==> config.mk <==
export PLATFORM = sky130hd
export DESIGN_NAME = stepper_axis_step_generator_top
export DESIGN_NICKNAME = d
export VERILOG_FILES = /design/src/hdl/ssg_pkg.sv /design/src/hdl/stepper_axis_step_generator_top.sv
export SDC_FILE = /design/constraint.sdc
export NUM_CORES = 1
export LEC_CHECK = 0
export ABC_AREA = 1
export BUFFER_PORTS_ARGS = -buffer_cell sky130_fd_sc_hd__buf_2
export CAP_MARGIN = 40
export CORE_MARGIN = 4
export CORE_UTILIZATION = 52
export DETAILED_ROUTE_END_ITERATION = 8
export HOLD_SLACK_MARGIN = 0.12
export PLACE_DENSITY = 0.73
export SYNTH_ARGS = -nofsm -noshare
export SYNTH_HDL_FRONTEND = slang
export SYNTH_SLANG_ARGS = --single-unit
export TNS_END_PERCENT = 1
==> constraint.sdc <==
create_clock -name clk -period 17.2 [get_ports clk]
set_clock_uncertainty 0.05 [all_clocks]
set_input_delay 0.86 -clock clk [delete_from_list [all_inputs] [get_ports clk]]
set_output_delay 0.86 -clock clk [all_outputs]
set_load 0.005 [all_outputs]
==> src/hdl/ssg_pkg.sv <==
// Shared types and constants for the stepper axis step generator.
package ssg_pkg;

  localparam int unsigned COUNT_WIDTH_DEF    = 16;
  localparam int unsigned POSITION_WIDTH_DEF = 12;
  localparam int unsigned CFG_WIDTH          = 12;
  localparam int unsigned POS_PORT_WIDTH     = 12;
  localparam int unsigned FRAC_BITS          = 8;

  localparam logic [CFG_WIDTH-1:0] STEPS_PER_SQUARE_RST = 12'd315;
  localparam logic [CFG_WIDTH-1:0] HOME_POSITION_RST    = 12'd172;

  localparam logic [2:0] ADDR_STEPS_PER_SQUARE = 3'd0;
  localparam logic [2:0] ADDR_HOME_POSITION    = 3'd4;

  typedef enum logic [1:0] {
    OP_TICK  = 2'd0,
    OP_MOVE  = 2'd1,
    OP_TIMED = 2'd2,
    OP_SEEK  = 2'd3
  } op_t;

  typedef enum logic [3:0] {
    MODE_IDLE     = 4'b0001,
    MODE_POSITION = 4'b0010,
    MODE_TIMED    = 4'b0100,
    MODE_SEEK     = 4'b1000
  } mode_t;

  typedef struct packed {
    logic [POS_PORT_WIDTH-1:0] current_position;
    logic                      done_res;
    logic                      busy_res;
    logic                      motor_enable;
    logic                      direction_out;
    logic                      step_out;
  } result_t;

endpackage

==> src/hdl/stepper_axis_step_generator_top.sv <==
// Step/dir pulse generator and move sequencer for one stepper axis.
//
//  channel   | dir | tdata (low bit first)                                  | tuser
//  s_axis    | in  | target_position[11:0], step_count[15:0], move_direction, | operation
//            |     | limit_switch_level, 2 pad bits                         |
//  m_axis    | out | step_out, direction_out, motor_enable, busy_res,       | -
//            |     | done_res, current_position[11:0], 7 pad bits           |
//  apb       | in  | steps_per_square @0x0, home_position @0x4              | -
//
//  One beat in, one beat out; a beat is accepted every cycle unless a stalled result blocks input.
//  The axis state and the result register update at the accept edge; the result is valid the cycle after.
//  The step count multiply is a single POSITION_WIDTH x 12 product in the accept path.
//  A stalled result holds in the output register; input is taken whenever it drains that cycle.
//  Reset clears the axis state and loads the register defaults.
module stepper_axis_step_generator_top #(
  parameter int unsigned COUNT_WIDTH    = ssg_pkg::COUNT_WIDTH_DEF,
  parameter int unsigned POSITION_WIDTH = ssg_pkg::POSITION_WIDTH_DEF
) (
  input  logic        clk,
  input  logic        rst,
  input  logic        s_axis_tvalid,
  output logic        s_axis_tready,
  input  logic [31:0] s_axis_tdata,  // target_position, step_count, move_direction, limit_switch_level
  input  logic [1:0]  s_axis_tuser,  // operation
  output logic        m_axis_tvalid,
  input  logic        m_axis_tready,
  output logic [23:0] m_axis_tdata,  // step_out, direction_out, motor_enable, busy_res,
                                     // done_res, current_position
  input  logic        psel,
  input  logic        penable,
  input  logic        pwrite,
  input  logic [2:0]  paddr,
  input  logic [31:0] pwdata,
  output logic [31:0] prdata,
  output logic        pready
);
  import ssg_pkg::*;

  localparam int unsigned PROD_WIDTH  = POSITION_WIDTH + CFG_WIDTH;
  localparam int unsigned STEPS_WIDTH = PROD_WIDTH - FRAC_BITS;

  logic [CFG_WIDTH-1:0]      steps_per_square;
  logic [CFG_WIDTH-1:0]      home_position;

  logic                      step_level, step_level_next;
  logic                      direction_level, direction_level_next;
  logic                      enabled, enabled_next;
  mode_t                     move_mode, move_mode_next;
  logic [COUNT_WIDTH-1:0]    remaining_steps, remaining_steps_next;
  logic [POSITION_WIDTH-1:0] axis_position, axis_position_next;
  logic                      done_next;

  logic                      out_valid;
  result_t                   out_res;

  logic                      in_accept;
  op_t                       op;
  logic [POSITION_WIDTH-1:0] target;
  logic [15:0]               count_in;
  logic                      dir_in;
  logic                      sw_in;
  logic [POSITION_WIDTH-1:0] diff;
  logic [PROD_WIDTH-1:0]     product;
  logic [STEPS_WIDTH-1:0]    steps_raw;
  logic [COUNT_WIDTH-1:0]    move_steps;
  logic [COUNT_WIDTH-1:0]    timed_steps;
  logic [COUNT_WIDTH-1:0]    remaining_dec;

  // Configuration port
  assign pready = 1'b1;

  always_ff @(posedge clk) begin
    if (rst) begin
      steps_per_square <= STEPS_PER_SQUARE_RST;
      home_position    <= HOME_POSITION_RST;
    end else if (psel && penable && pwrite && pready) begin
      if (paddr[2] == ADDR_HOME_POSITION[2]) begin
        home_position <= pwdata[CFG_WIDTH-1:0];
      end else begin
        steps_per_square <= pwdata[CFG_WIDTH-1:0];
      end
    end
  end

  always_comb begin
    if (paddr[2] == ADDR_HOME_POSITION[2]) begin
      prdata = {{(32-CFG_WIDTH){1'b0}}, home_position};
    end else begin
      prdata = {{(32-CFG_WIDTH){1'b0}}, steps_per_square};
    end
  end

  // Input decode
  assign s_axis_tready = !out_valid || m_axis_tready;
  assign in_accept     = s_axis_tvalid && s_axis_tready;

  assign op       = op_t'(s_axis_tuser);
  assign target   = POSITION_WIDTH'(s_axis_tdata[11:0]);
  assign count_in = s_axis_tdata[27:12];
  assign dir_in   = s_axis_tdata[28];
  assign sw_in    = s_axis_tdata[29];

  // Step count for a position move
  assign diff      = (target < axis_position) ? (axis_position - target)
                                              : (target - axis_position);
  assign product   = PROD_WIDTH'(diff) * PROD_WIDTH'(steps_per_square);
  assign steps_raw = product[PROD_WIDTH-1:FRAC_BITS];

  always_comb begin
    if ((steps_raw >> COUNT_WIDTH) != '0) begin
      move_steps = '1;
    end else begin
      move_steps = COUNT_WIDTH'(steps_raw);
    end
    if ((count_in >> COUNT_WIDTH) != '0) begin
      timed_steps = '1;
    end else begin
      timed_steps = COUNT_WIDTH'(count_in);
    end
  end

  assign remaining_dec = (remaining_steps != '0) ? remaining_steps - 1'b1 : remaining_steps;

  // Sequencer
  always_comb begin
    step_level_next      = step_level;
    direction_level_next = direction_level;
    enabled_next         = enabled;
    move_mode_next       = move_mode;
    remaining_steps_next = remaining_steps;
    axis_position_next   = axis_position;
    done_next            = 1'b0;

    if (op == OP_TICK) begin
      if (move_mode != MODE_IDLE) begin
        step_level_next = !step_level;
        if (step_level) begin
          if (move_mode == MODE_SEEK) begin
            if (!sw_in) begin
              axis_position_next   = POSITION_WIDTH'(home_position);
              move_mode_next       = MODE_IDLE;
              enabled_next         = 1'b0;
              remaining_steps_next = '0;
              done_next            = 1'b1;
            end
          end else begin
            remaining_steps_next = remaining_dec;
            if (remaining_dec == '0) begin
              move_mode_next = MODE_IDLE;
              enabled_next   = 1'b0;
              done_next      = 1'b1;
            end
          end
        end
      end
    end else if (move_mode == MODE_IDLE) begin
      case (op)
        OP_MOVE: begin
          if (target == axis_position) begin
            done_next = 1'b1;
          end else begin
            direction_level_next = (target > axis_position);
            axis_position_next   = target;
            if (move_steps == '0) begin
              done_next = 1'b1;
            end else begin
              enabled_next         = 1'b1;
              remaining_steps_next = move_steps;
              move_mode_next       = MODE_POSITION;
            end
          end
        end
        OP_TIMED: begin
          if (count_in == '0) begin
            done_next = 1'b1;
          end else begin
            direction_level_next = dir_in;
            enabled_next         = 1'b1;
            remaining_steps_next = timed_steps;
            move_mode_next       = MODE_TIMED;
          end
        end
        OP_SEEK: begin
          direction_level_next = dir_in;
          enabled_next         = 1'b1;
          move_mode_next       = MODE_SEEK;
        end
        default: begin
          done_next = 1'b0;
        end
      endcase
    end
  end

  always_ff @(posedge clk) begin
    if (rst) begin
      step_level      <= 1'b0;
      direction_level <= 1'b0;
      enabled         <= 1'b0;
      move_mode       <= MODE_IDLE;
      remaining_steps <= '0;
      axis_position   <= '0;
    end else if (in_accept) begin
      step_level      <= step_level_next;
      direction_level <= direction_level_next;
      enabled         <= enabled_next;
      move_mode       <= move_mode_next;
      remaining_steps <= remaining_steps_next;
      axis_position   <= axis_position_next;
    end
  end

  // Result register
  always_ff @(posedge clk) begin
    if (rst) begin
      out_valid <= 1'b0;
    end else if (in_accept) begin
      out_valid <= 1'b1;
    end else if (m_axis_tready) begin
      out_valid <= 1'b0;
    end
  end

  always_ff @(posedge clk) begin
    if (in_accept) begin
      out_res.step_out         <= step_level_next;
      out_res.direction_out    <= direction_level_next;
      out_res.motor_enable     <= enabled_next;
      out_res.busy_res         <= (move_mode_next != MODE_IDLE);
      out_res.done_res         <= done_next;
      out_res.current_position <= POS_PORT_WIDTH'(axis_position_next);
    end
  end

  assign m_axis_tvalid = out_valid;
  assign m_axis_tdata  = {7'b0, out_res};

  // Checks
  a_busy_enabled: assert property (@(posedge clk) disable iff (rst)
    (move_mode != MODE_IDLE) |-> enabled)
    else $error("axis busy with driver disabled");

  a_idle_no_count: assert property (@(posedge clk) disable iff (rst)
    (move_mode == MODE_IDLE) |-> (remaining_steps == '0))
    else $error("idle axis holds a step count");

  a_done_not_busy: assert property (@(posedge clk) disable iff (rst)
    (out_valid && out_res.done_res) |-> !out_res.busy_res)
    else $error("completed move still reported busy");

  a_step_only_on_beat: assert property (@(posedge clk) disable iff (rst)
    !in_accept |=> $stable(step_level))
    else $error("step level moved without an input beat");

endmodule
-- Word-level counts from Yosys, hierarchy flattened
Index checks and enable logic that the tools add are counted.
- bits in latches: 0
- memories kept: 0
- bits in read-only memories: 0
- register bits after elaboration: 77
- input port bits: 76
- logic and storage cells: 116
- bits in writable memories: 0
- multipliers: 1
- reduce and logical (&&, ||, !) cells: 17
- divide/modulo/power cells: 0
- shifts and indexed selects: 0
- eq/ne operators: 14
- mux-type cells: 63
- bitwise operators: 1
- magnitude comparators: 2
- add/sub/neg operators: 3
- operator list (kind ; number):
    $mux W16 ; 10
    $mux W12 ; 10
    $logic_not A16 Y1 ; 3
    $mux W4 ; 10
    $pmux W16 S2 ; 1
    $mux W1 ; 28
    $mul A12 B12 Y24 ; 1
    $sub A12 B12 Y12 ; 2
    $reduce_bool A16 Y1 ; 1
    $sub A16 B1 Y16 const B ; 1
    $eq A12 B12 Y1 ; 1
    $gt A12 B12 Y1 ; 1
    $lt A12 B12 Y1 ; 1
    $ne A3 B3 Y1 const B ; 4
    $pmux W4 S3 ; 1
    $reduce_and A9 Y1 ; 1
    $ne A4 B1 Y1 const B ; 2
    $pmux W1 S3 ; 2
    $eq A2 B2 Y1 const B ; 2
    $eq A4 B1 Y1 const B ; 1
    $eq A4 B4 Y1 const B ; 1
    $reduce_and A2 Y1 ; 2
    $reduce_bool A2 Y1 ; 2
    $logic_and A1 B1 Y1 ; 3
    9 further kinds ; 10

-- Logic depth before layout (Yosys ltp)
Gate-level depths: netlist of run 1.
- depth after elaboration: 10
- depth in mapped cells: 44
- gate-level depth less buffers: 42

-- Least setup slack after synthesis of run 1
OpenSTA, ideal clock, no wires.
- path kind: input -> register
- from: input port s_axis_tdata[0]
- to: register remaining_steps[10]
- cell stages on the path: 38
- path buffers: 2
- data required time: 17035 ps
- arrival: 7271 ps
- path slack: 9764 ps
- setup time: 115 ps
- path through: inv_1 ha_1 inv_1 fa_1 nand3_1 nand2_1 nand3_2 nand3_2 clkbuf_1 nand2_1 o21ai_0 a31oi_1 xor2_1 nor2_1 fa_1 inv_1 fa_1 fa_1 [... 2 more ...] inv_1 ha_1 nand2_1 nor4_1 nand2_1 nand2_2 nand3_1 nand2_1 nand2_1 nand2_1 nand3_1 nor2_2 nand3_2 nand2_2 nand2_2 buf_4 a21oi_1 nor2_1
- longest elaborated chain between the ends: 8
- elaborated cells between the ends (all ways): 15
- classes of those cells: add/sub (2); mul (1); order compare (1); eq/ne (3); mux (6); reduce/logical (2)
- ends and longest elaborated chain (what ; line ; RTL):
    from (decl) ; stepper_axis_step_generator_top.sv:23 ; input logic [31:0] s_axis_tdata,
    branches (longest 8 deep; another with $mul A12 B12 Y24) ; -- ;
    to (signal assigned) ; stepper_axis_step_generator_top.sv:208 ; remaining_steps <= remaining_steps_next;
    to (decl) ; stepper_axis_step_generator_top.sv:49 ; logic [COUNT_WIDTH-1:0] remaining_steps, remaining_steps_next;
Parallel ways; which one is timed is not known. The select of a mux whose other input is x is not followed.
A chain may end at the register's enable or synchronous reset.

-- Worst setup path after layout of run 1
- from: input port s_axis_tdata[8]
- to: register remaining_steps[4]
The elaborated chain is that of the path after synthesis.

==> results of run 1 <==
-- routing by layer --
metal / track usage (%) / vias up / wire [um]
met1: 35.8 / 4671 / 12400
met4: 7.55 / 8 / 810
met5: 0 / - / 45
met3: 5.96 / 66 / 2620
met2: 45.7 / 415 / 14600
li1: - / 4809 / -
-- worst paths after layout --
path,slack (ps),start,to
max,8070,s_axis_tdata[8],remaining_steps[4]
min,440,remaining_steps[15],remaining_steps[15]
max reg2reg,8440,axis_position[8],remaining_steps[4]
min reg2reg,440,remaining_steps[15],remaining_steps[15]
-- sequential cells by signal (all words and copies together) (netlist names), 4 cells and up --
name	cells
home_position	12
m_axis_tdata	17
axis_position	12
remaining_steps	16
move_mode	4
steps_per_square	12
-- cells in the final DEF, fill, tap and decap left out, types with 3 or more instances in the layout --
cell type	count
a21o_1	4
nor2_2	3
nand3b_1	4
or2_2	4
xor2_1	24
nor3_1	10
nand2_2	8
o21ai_0	97
a221oi_1	4
nand3_1	58
clkinv_1	8
o211ai_1	13
a31oi_1	3
nand3_2	8
inv_6	4
buf_2	82
xnor2_1	5
dfxtp_1	60
ha_1	86
nand2_1	327
nor4_1	11
a21oi_1	131
inv_1	258
conb_1	28
a22oi_1	7
nand4_1	15
nor2_1	143
fa_1	101
clkbuf_16	9
o21bai_1	3
edfxtp_1	17
-- tightest hold or removal path: cells and delay by family (launching register included) --
| family | cells | cell delay, ps |
|---|---|---|
| flops | 1 | 330 |
| compound gates | 1 | 40 |
| simple gates | 1 | 90 |
-- per-stage QoR --
| stage | hold slack, ps | setup slack, ps | instances | util, % | cell area, um2 |
|---|---|---|---|---|---|
| 6_report | 441 | 8070 | 1822 | 57.3 | 11300 |
| 5_1_grt | 494 | 7560 | 1822 | 57.3 | 11300 |
| 4_1_cts | 451 | 8230 | 1822 | 57.3 | 11300 |
| 3_5_place_dp | 436 | 7900 | 1806 | 55.8 | 11000 |
| 3_3_place_gp | 421 | 8010 | 1804 | 55.5 | 10900 |
| 2_1_floorplan | 402 | 9760 | 1538 | - | 10600 |
-- kinds of logic after synthesis --
kind of cell / Yosys count / synth area share [%]
adders and majority gates: 187 / 29.4
other: 2 / 0.0713
xor gates and xnor gates: 30 / 2.57
DFF: 77 / 16.2
buffers and inverters: 350 / 13.8
and+or+nand+nor: 597 / 24.0
AOI/OAI and AO/OA: 269 / 13.8
-- final cells by class --
class                      count  area [um2]
multi-input combinational   1111        7470
fill                        1885        8420
clock buffer                   9         225
tap                          265         332
sequential                    77        1710
timing repair buffer          86         480
inverter                     267        1000
clock inverter                 7        78.8
==> out/metrics.csv, run 1 <==
stage;metric;value;unit
route;# DRC;0;
floorplanning;IO Pins;135;
clocking;clock-pin slew on the worst setup and hold paths;60;ps
floorplanning;area of the core;19700;um2
global_routing;GRT Overall Usage;27.3;%
final_layout;antenna cell count;0;
setup_path;CP Launch Type;input port;
min_path;Hold WC Path Type;reg -> reg;
timing;setup violators final;0;
route;vias;9969;
yosys;Mapped Cells;1512;
run;Max-cap violations;0;
clocking;Max Root-Sink Buffers;2;
floorplanning;Initial Util;53.4;%
setup_path;Worst setup EP type;flop;
yosys;synth unique cells;47;
global_routing;first-pass GRT wire length;48800;um
final_layout;Layout area overhead;7.23;%
clocking;Clock Sinks;77;
setup_path;WP buf/inv;5;
yosys;EDFF count, synth;17;
setup_path;crit path kind;in -> reg;
clocking;H-tree Lvls;3;
yosys;share of the synthesized area in the top cell type;19.2;%
floorplanning;die height;150;um
yosys;Post-synth ARST share;0;%
yosys;YS warnings;0;
final_layout;share of cells above drive strength 1;8.61;%
yosys;sequential fraction of the synthesis area;16.2;%
timing;Slew @ Worst Pin;822;ps
yosys;Synth Cell Area;10500;um2
placement;GPL Wtd Cong;1.00;
setup_path;slowest cell on the critical path;fa_1;
placement;Post-DP HPWL;24700;um
global_routing;vias in the first global route;9636;
floorplanning;Die ar.;22600;um2
timing;fin crit share;53.1;%
timing;Final Hold Fails;0;
yosys;Synth top cells by count;nand2_1, inv_1, nor2_1;
setup_path;peak per-stage delay on the critical path;600;ps
yosys;FF+latch count, synth;77;
yosys;Primary FF master, synth;dfxtp_1;
clocking;Post-CTS Setup Bufs;0;
yosys;ranking of synthesized cells by area;fa_1, nand2_1, dfxtp_1, ha_1, inv_1;
floorplanning;die width;150;um
yosys;Synth area leader;fa_1;
timing;Max Fclk;110;MHz
setup_path;CP max FO;32;
route;Pre-antenna DRT Iters;5;
global_routing;GR Overflow Total;0;
route;DRT antenna net count;0;
timing;RSZ-0062 raised after global routing;false;
setup_path;WP data arrival;9310;ps
setup_path;worst reg-to-reg path cell count;34;
global_routing;largest net degree at the start of global routing;34;
clocking;hold buffer count at cts;0;
placement;Port Buf Inserts;82;
timing;minimum clock period after layout;9130;ps
min_path;hold path depth;2;
yosys;synthesized area per cell;6.97;um2
global_routing;antenna violations before repair;4;
route;DR iter-0 viols;822;
clocking;total CTS buffers;9;
clocking;post-cts sizing count;0;
clocking;CTS tree;done;
setup_path;WP data required;17380;ps
route;Routed Wire Length;30500;um
timing;Rel. slew slack;44.8;%
timing;TNS Setup;0;ps
clocking;worst skew pair latency;350;ps
outcome;status;finished, final reports clean;
route;WL per Instance;16.8;um
final_layout;fin nets;1815;
yosys;most frequent cell after synthesis;nand2_1;
floorplanning;Core Rows;51;
clocking;Root Driver;clkbuf_16;
setup_path;Most Frequent Cell on Critical Path;nand2_1;
timing;Slew Limit Fails;0;
route;Via density;5.47;
setup_path;Top delay family on crit path;adder cells;
setup_path;stages on the worst setup path;36;
Power of run 1 is left out: the tool's default activity adds up to more than one toggle a clock period on the data nets, which glitch-free logic cannot reach.
==> run 2: changes to the inputs <==
==> constraint.sdc (replaced) <==
create_clock -name clk -period 9.2 [get_ports clk]
set_clock_uncertainty 0.05 [all_clocks]
set_input_delay 0.46 -clock clk [delete_from_list [all_inputs] [get_ports clk]]
set_output_delay 0.46 -clock clk [all_outputs]
set_load 0.005 [all_outputs]
==> run 2 against run 1 <==
Effect of this change: via count fell by 0.84%; core utilization barely moved; critical path depth fell by 1; worst setup slack got worse by 7300 ps; register-to-register slack got worse by 7700 ps; flip-flop and latch count did not move.
==> out/metrics.csv, run 2 (synthesis results as in run 1) <==
stage;metric;value;unit;change
clocking;Post-CTS Setup Bufs;0;;unchanged
global_routing;vias in the first global route;9612;;was 9636
timing;Final Hold Fails;0;;unchanged
setup_path;peak per-stage delay on the critical path;600;ps;about the same
run;Max-cap violations;0;;unchanged
setup_path;Worst setup EP type;flop;;unchanged
setup_path;Most Frequent Cell on Critical Path;nand2_1;;unchanged
timing;Slew Limit Fails;0;;unchanged
clocking;H-tree Lvls;3;;unchanged
setup_path;Top delay family on crit path;adder cells;;unchanged
setup_path;crit path kind;reg -> reg;;was in -> reg
setup_path;flop-to-flop setup slack;760;ps;was 8440 ps
clocking;Root Driver;clkbuf_16;;unchanged
floorplanning;Die ar.;22600;um2;unchanged
floorplanning;area of the core;19700;um2;unchanged
route;DR iter-0 viols;739;;was 822
min_path;hold path depth;3;;was 2
setup_path;slowest cell on the critical path;fa_1;;unchanged
timing;minimum clock period after layout;8440;ps;
timing;setup violators final;0;;unchanged
clocking;Max Root-Sink Buffers;2;;unchanged
min_path;Min-Delay Endpoint;steps_per_square[0];;was remaining_steps[15]
clocking;hold buffer count at cts;0;;unchanged
outcome;status;finished, final reports clean;;unchanged
final_layout;commonest cells after routing, fill and taps aside;nand2_1, inv_1, nor2_1;;unchanged
global_routing;GR Overflow Total;0;;unchanged
clocking;Clock Sinks;77;;unchanged
placement;GPL Wtd Cong;1.01;;was 1.00
timing;Max Fclk;118;MHz;
timing;fin crit share;91.7;%;
final_layout;share of cells above drive strength 1;8.78;%;was 8.61%
timing;Rel. slew slack;44.9;%;was 44.8%
timing;Slew @ Worst Pin;821;ps;was 822 ps
setup_path;WP data arrival;8630;ps;was 9310 ps
route;Via density;5.41;;was 5.47
floorplanning;Core Rows;51;;unchanged
setup_path;Reg-to-Reg End;remaining_steps[1];;was remaining_steps[4]
route;vias;9885;;was 9969
global_routing;first-pass GRT wire length;48400;um;was 48800 um
clocking;total CTS buffers;9;;unchanged
setup_path;CP Launch Type;flop;;was input port
clocking;post-cts sizing count;0;;unchanged
route;DRT antenna net count;0;;unchanged
final_layout;max FFs per register;17;;unchanged
floorplanning;die width;150;um;unchanged
clocking;clock-pin slew on the worst setup and hold paths;70;ps;was 60 ps
clocking;worst skew pair latency;350;ps;about the same
setup_path;worst reg-to-reg path cell count;35;;was 34
final_layout;fin nets;1819;;was 1815
floorplanning;die height;150;um;unchanged
route;WL per Instance;16.4;um;was 16.8 um
clocking;CTS tree;done;;unchanged
route;Routed Wire Length;29900;um;was 30500 um
min_path;hold_sp;pwdata[0];;was remaining_steps[15]
global_routing;GRT Overall Usage;27.1;%;was 27.3%
timing;worst setup margin;760;ps;was 8070 ps
final_layout;antenna cell count;0;;unchanged
setup_path;CP max FO;32;;unchanged
min_path;Hold WC Path Type;in -> reg;;was reg -> reg
final_layout;most common cell after layout, fill and taps aside;nand2_1;;unchanged
placement;dpl ws;555;ps;was 7900 ps
timing;RSZ-0062 raised after global routing;false;;unchanged
placement;Port Buf Inserts;82;;unchanged
timing;TNS Setup;0;ps;unchanged
global_routing;largest net degree at the start of global routing;34;;unchanged
global_routing;antenna violations before repair;3;;was 4
route;Pre-antenna DRT Iters;5;;unchanged
final_layout;Layout area overhead;7.32;%;was 7.23%
setup_path;WP data required;9390;ps;was 17380 ps
floorplanning;IO Pins;135;;unchanged
setup_path;RR Startpoint;axis_position[1];;was axis_position[8]
route;# DRC;0;;unchanged
placement;Post-DP HPWL;24700;um;about the same
floorplanning;Initial Util;53.4;%;unchanged
setup_path;WP buf/inv;3;;was 5
[run 2: per-layer routing]
| layer | GRT usage [%] | routed length (um) |
|---|---|---|
| met1 | 35.1 | 12400 |
| met2 | 46.2 | 14500 |
| met3 | 5.27 | 2160 |
| met4 | 8.01 | 884 |
| met5 | 0 | 43 |
[run 2: cell type report]
type | count | area, um2
Tap cell | 265 | 332
Multi-Input combinational cell | 1111 | 7470
Sequential cell | 77 | 1710
Fill cell | 1943 | 8410
Timing Repair Buffer | 90 | 510
Clock inverter | 7 | 57.6
Clock buffer | 9 | 225
Inverter | 267 | 1000
[run 2: worst min-delay path: stages]
cell,delay [ps]
buf_2,80
a21oi_1,50
o21ai_0,60
[run 2: stage by stage]
stage               instance area, um2  std cells  util, %  hold WS, ps
global placement                 11000       1808     55.6          413
global route                     11300       1826     57.3          299
finish                           11300       1826     57.3          289
detailed placement               11000       1810     55.9          422
floorplan                        10600       1538        -          402
CTS                              11300       1826     57.3          285
[run 2: worst max-delay path by stage]
stage | start | end | slack (ps) | cells past startpoint
after floorplan | s_axis_tdata[0] | remaining_steps[10] | 2160 | 38
after detailed placement | s_axis_tdata[0] | remaining_steps[1] | 560 | 38
after CTS | axis_position[1] | remaining_steps[1] | 800 | 35
final | axis_position[1] | remaining_steps[1] | 760 | 35
after global placement | s_axis_tdata[0] | remaining_steps[5] | 610 | 39
after global routing | axis_position[1] | remaining_steps[7] | 110 | 36
Power of run 2 is left out for the same reason.
==> run 3: changes to the inputs <==
--- a/config.mk
+++ b/config.mk
@@ -13,6 +13,7 @@
 export DETAILED_ROUTE_END_ITERATION = 8
 export HOLD_SLACK_MARGIN = 0.12
 export PLACE_DENSITY = 0.73
+export REMOVE_ABC_BUFFERS = 1
 export SYNTH_ARGS = -nofsm -noshare
 export SYNTH_HDL_FRONTEND = slang
 export SYNTH_SLANG_ARGS = --single-unit
==> run 3 against run 2 <==
Effect of this change: hold slack got worse by 3.7 ps; flip-flop and latch count unchanged; worst setup slack got worse by 88 ps; maximum frequency decreased by 1.0%; critical path depth unchanged; register-to-register slack got worse by 90 ps; global-route usage decreased by 1.1 points; clock-buffer cell count increased by 2; die area unchanged; critical path type unchanged; first-iteration DRC count increased by 2.0%; core utilization increased by 0.16 points; sequential share of layout area about the same.
==> out/metrics.csv, run 3 (synthesis results as in run 1) <==
stage;metric;value;unit;change
run;Max-cap violations;0;;unchanged
final_layout;fin nets;1819;;unchanged
final_layout;Filler Cell Count;1878;;was 1943
clocking;Root Driver;clkbuf_16;;unchanged
outcome;status;finished, final reports clean;;unchanged
placement;GPL Wtd Cong;0.957;;was 1.01
final_layout;most common cell after layout, fill and taps aside;nand2_1;;unchanged
setup_path;WP data arrival;8720;ps;was 8630 ps
setup_path;Most Frequent Cell on Critical Path;nand2_1;;unchanged
min_path;hold_sp;pwdata[3];;was pwdata[0]
floorplanning;Initial Util;53.4;%;unchanged
clocking;total CTS buffers;9;;unchanged
global_routing;vias in the first global route;9585;;was 9612
route;Routed Wire Length;28600;um;was 29900 um
setup_path;WP buf/inv;4;;was 3
route;DR iter-0 viols;754;;was 739
timing;Rel. slew slack;43.6;%;was 44.9%
min_path;Hold WC Path Type;in -> reg;;unchanged
min_path;Min-Delay Endpoint;home_position[3];;was steps_per_square[0]
setup_path;Reg-to-Reg End;remaining_steps[10];;was remaining_steps[1]
floorplanning;Core Rows;51;;unchanged
timing;Final Hold Fails;0;;unchanged
setup_path;WP data required;9390;ps;about the same
timing;minimum clock period after layout;8530;ps;was 8440 ps
timing;fin crit share;92.7;%;was 91.7%
route;WL per Instance;15.6;um;was 16.4 um
clocking;hold buffer count at cts;0;;unchanged
clocking;Post-CTS Setup Bufs;0;;unchanged
floorplanning;area of the core;19700;um2;unchanged
clocking;Max Root-Sink Buffers;2;;unchanged
clocking;H-tree Lvls;3;;unchanged
floorplanning;Die ar.;22600;um2;unchanged
setup_path;Worst setup EP type;flop;;unchanged
final_layout;share of cells above drive strength 1;8.71;%;was 8.78%
setup_path;crit path kind;reg -> reg;;unchanged
clocking;post-cts sizing count;0;;unchanged
setup_path;CP Launch Type;flop;;unchanged
timing;setup violators final;0;;unchanged
min_path;hold path depth;3;;unchanged
timing;RSZ-0062 raised after global routing;false;;unchanged
clocking;Clock Sinks;77;;unchanged
global_routing;GR Overflow Total;0;;unchanged
route;vias;9948;;was 9885
setup_path;CP max FO;32;;unchanged
floorplanning;IO Pins;135;;unchanged
timing;Max Fclk;117;MHz;was 118 MHz
final_layout;antenna cell count;0;;unchanged
setup_path;worst reg-to-reg path cell count;35;;unchanged
clocking;clock-pin slew on the worst setup and hold paths;60;ps;was 70 ps
timing;TNS Setup;0;ps;unchanged
route;Pre-antenna DRT Iters;6;;was 5
timing;Slew @ Worst Pin;846;ps;was 821 ps
global_routing;largest net degree at the start of global routing;34;;unchanged
clocking;CTS tree;done;;unchanged
placement;Port Buf Inserts;82;;unchanged
setup_path;Top delay family on crit path;adder cells;;unchanged
final_layout;Layout area overhead;7.61;%;was 7.32%
global_routing;first-pass GRT wire length;47300;um;was 48400 um
floorplanning;die height;150;um;unchanged
placement;Post-DP HPWL;22800;um;was 24700 um
setup_path;peak per-stage delay on the critical path;590;ps;was 600 ps
clocking;worst skew pair latency;350;ps;about the same
setup_path;slowest cell on the critical path;fa_1;;unchanged
route;# DRC;0;;unchanged
global_routing;antenna violations before repair;0;;was 3
setup_path;RR Startpoint;axis_position[1];;unchanged
global_routing;GRT Overall Usage;26.1;%;was 27.1%
route;Via density;5.45;;was 5.41
final_layout;commonest cells after routing, fill and taps aside;nand2_1, inv_1, nor2_1;;unchanged
floorplanning;die width;150;um;unchanged
setup_path;flop-to-flop setup slack;670;ps;was 760 ps
route;DRT antenna net count;0;;unchanged
final_layout;max FFs per register;17;;unchanged
timing;Slew Limit Fails;0;;unchanged
run 3: cell count changes in the layout (fill, tap and decap cells not counted):
cell | before | now
clkbuf_8 | 0 | 1
inv_8 | 1 | 0
inv_6 | 3 | 0
buf_16 | 2 | 3
clkinv_2 | 0 | 2
clkbuf_1 | 0 | 1
bufinv_16 | 0 | 1
clkinv_4 | 1 | 0
buf_4 | 6 | 5
run 3: worst max path at each step:
stage | startpoint | end | slack, ps | depth (start not counted)
global placement | s_axis_tdata[8] | remaining_steps[7] | 600 | 35
detailed placement | s_axis_tdata[8] | remaining_steps[10] | 560 | 36
floorplan | s_axis_tdata[0] | remaining_steps[0] | 2010 | 36
global route | axis_position[8] | remaining_steps[8] | 120 | 34
finish | axis_position[1] | remaining_steps[10] | 670 | 35
CTS | axis_position[1] | remaining_steps[10] | 770 | 35
run 3: stage by stage:
stage	instance area, um2	setup WS, ps	utilization, %	hold slack [ps]	std cells
2_1_floorplan	10200	2010	-	402	1455
3_3_place_gp	11000	595	55.6	414	1807
3_5_place_dp	11000	556	56.0	424	1810
4_1_cts	11300	766	57.5	279	1826
5_1_grt	11300	120	57.5	299	1826
6_report	11300	671	57.5	285	1826
run 3: worst min-delay path: cells and delay by family:
kind / cells / cell delay, ps
buffers and inverters: 1 / 90
and+or+nand+nor: 2 / 100
run 3: cell type report:
| type | count | area [um2] | share of cell area, % |
|---|---|---|---|
| Timing Repair Buffer | 90 | 531 | 4.68 |
| Clock buffer | 11 | 243 | 2.14 |
| Multi-Input combinational cell | 1111 | 7470 | 65.9 |
| Sequential cell | 77 | 1710 | 15.1 |
| Tap cell | 265 | 332 | 2.92 |
| Inverter | 267 | 1000 | 8.84 |
| Clock inverter | 5 | 51.3 | 0.452 |
run 3: layer usage:
layer | GRT usage [%] | vias up | routed length, um
met5 | 0 | - | 0
met4 | 9.10 | 0 | 948
met3 | 4.12 | 67 | 2110
met2 | 42.6 | 398 | 13200
met1 | 35.1 | 4674 | 12300
li1 | - | 4809 | -
Power of run 3 is left out for the same reason.
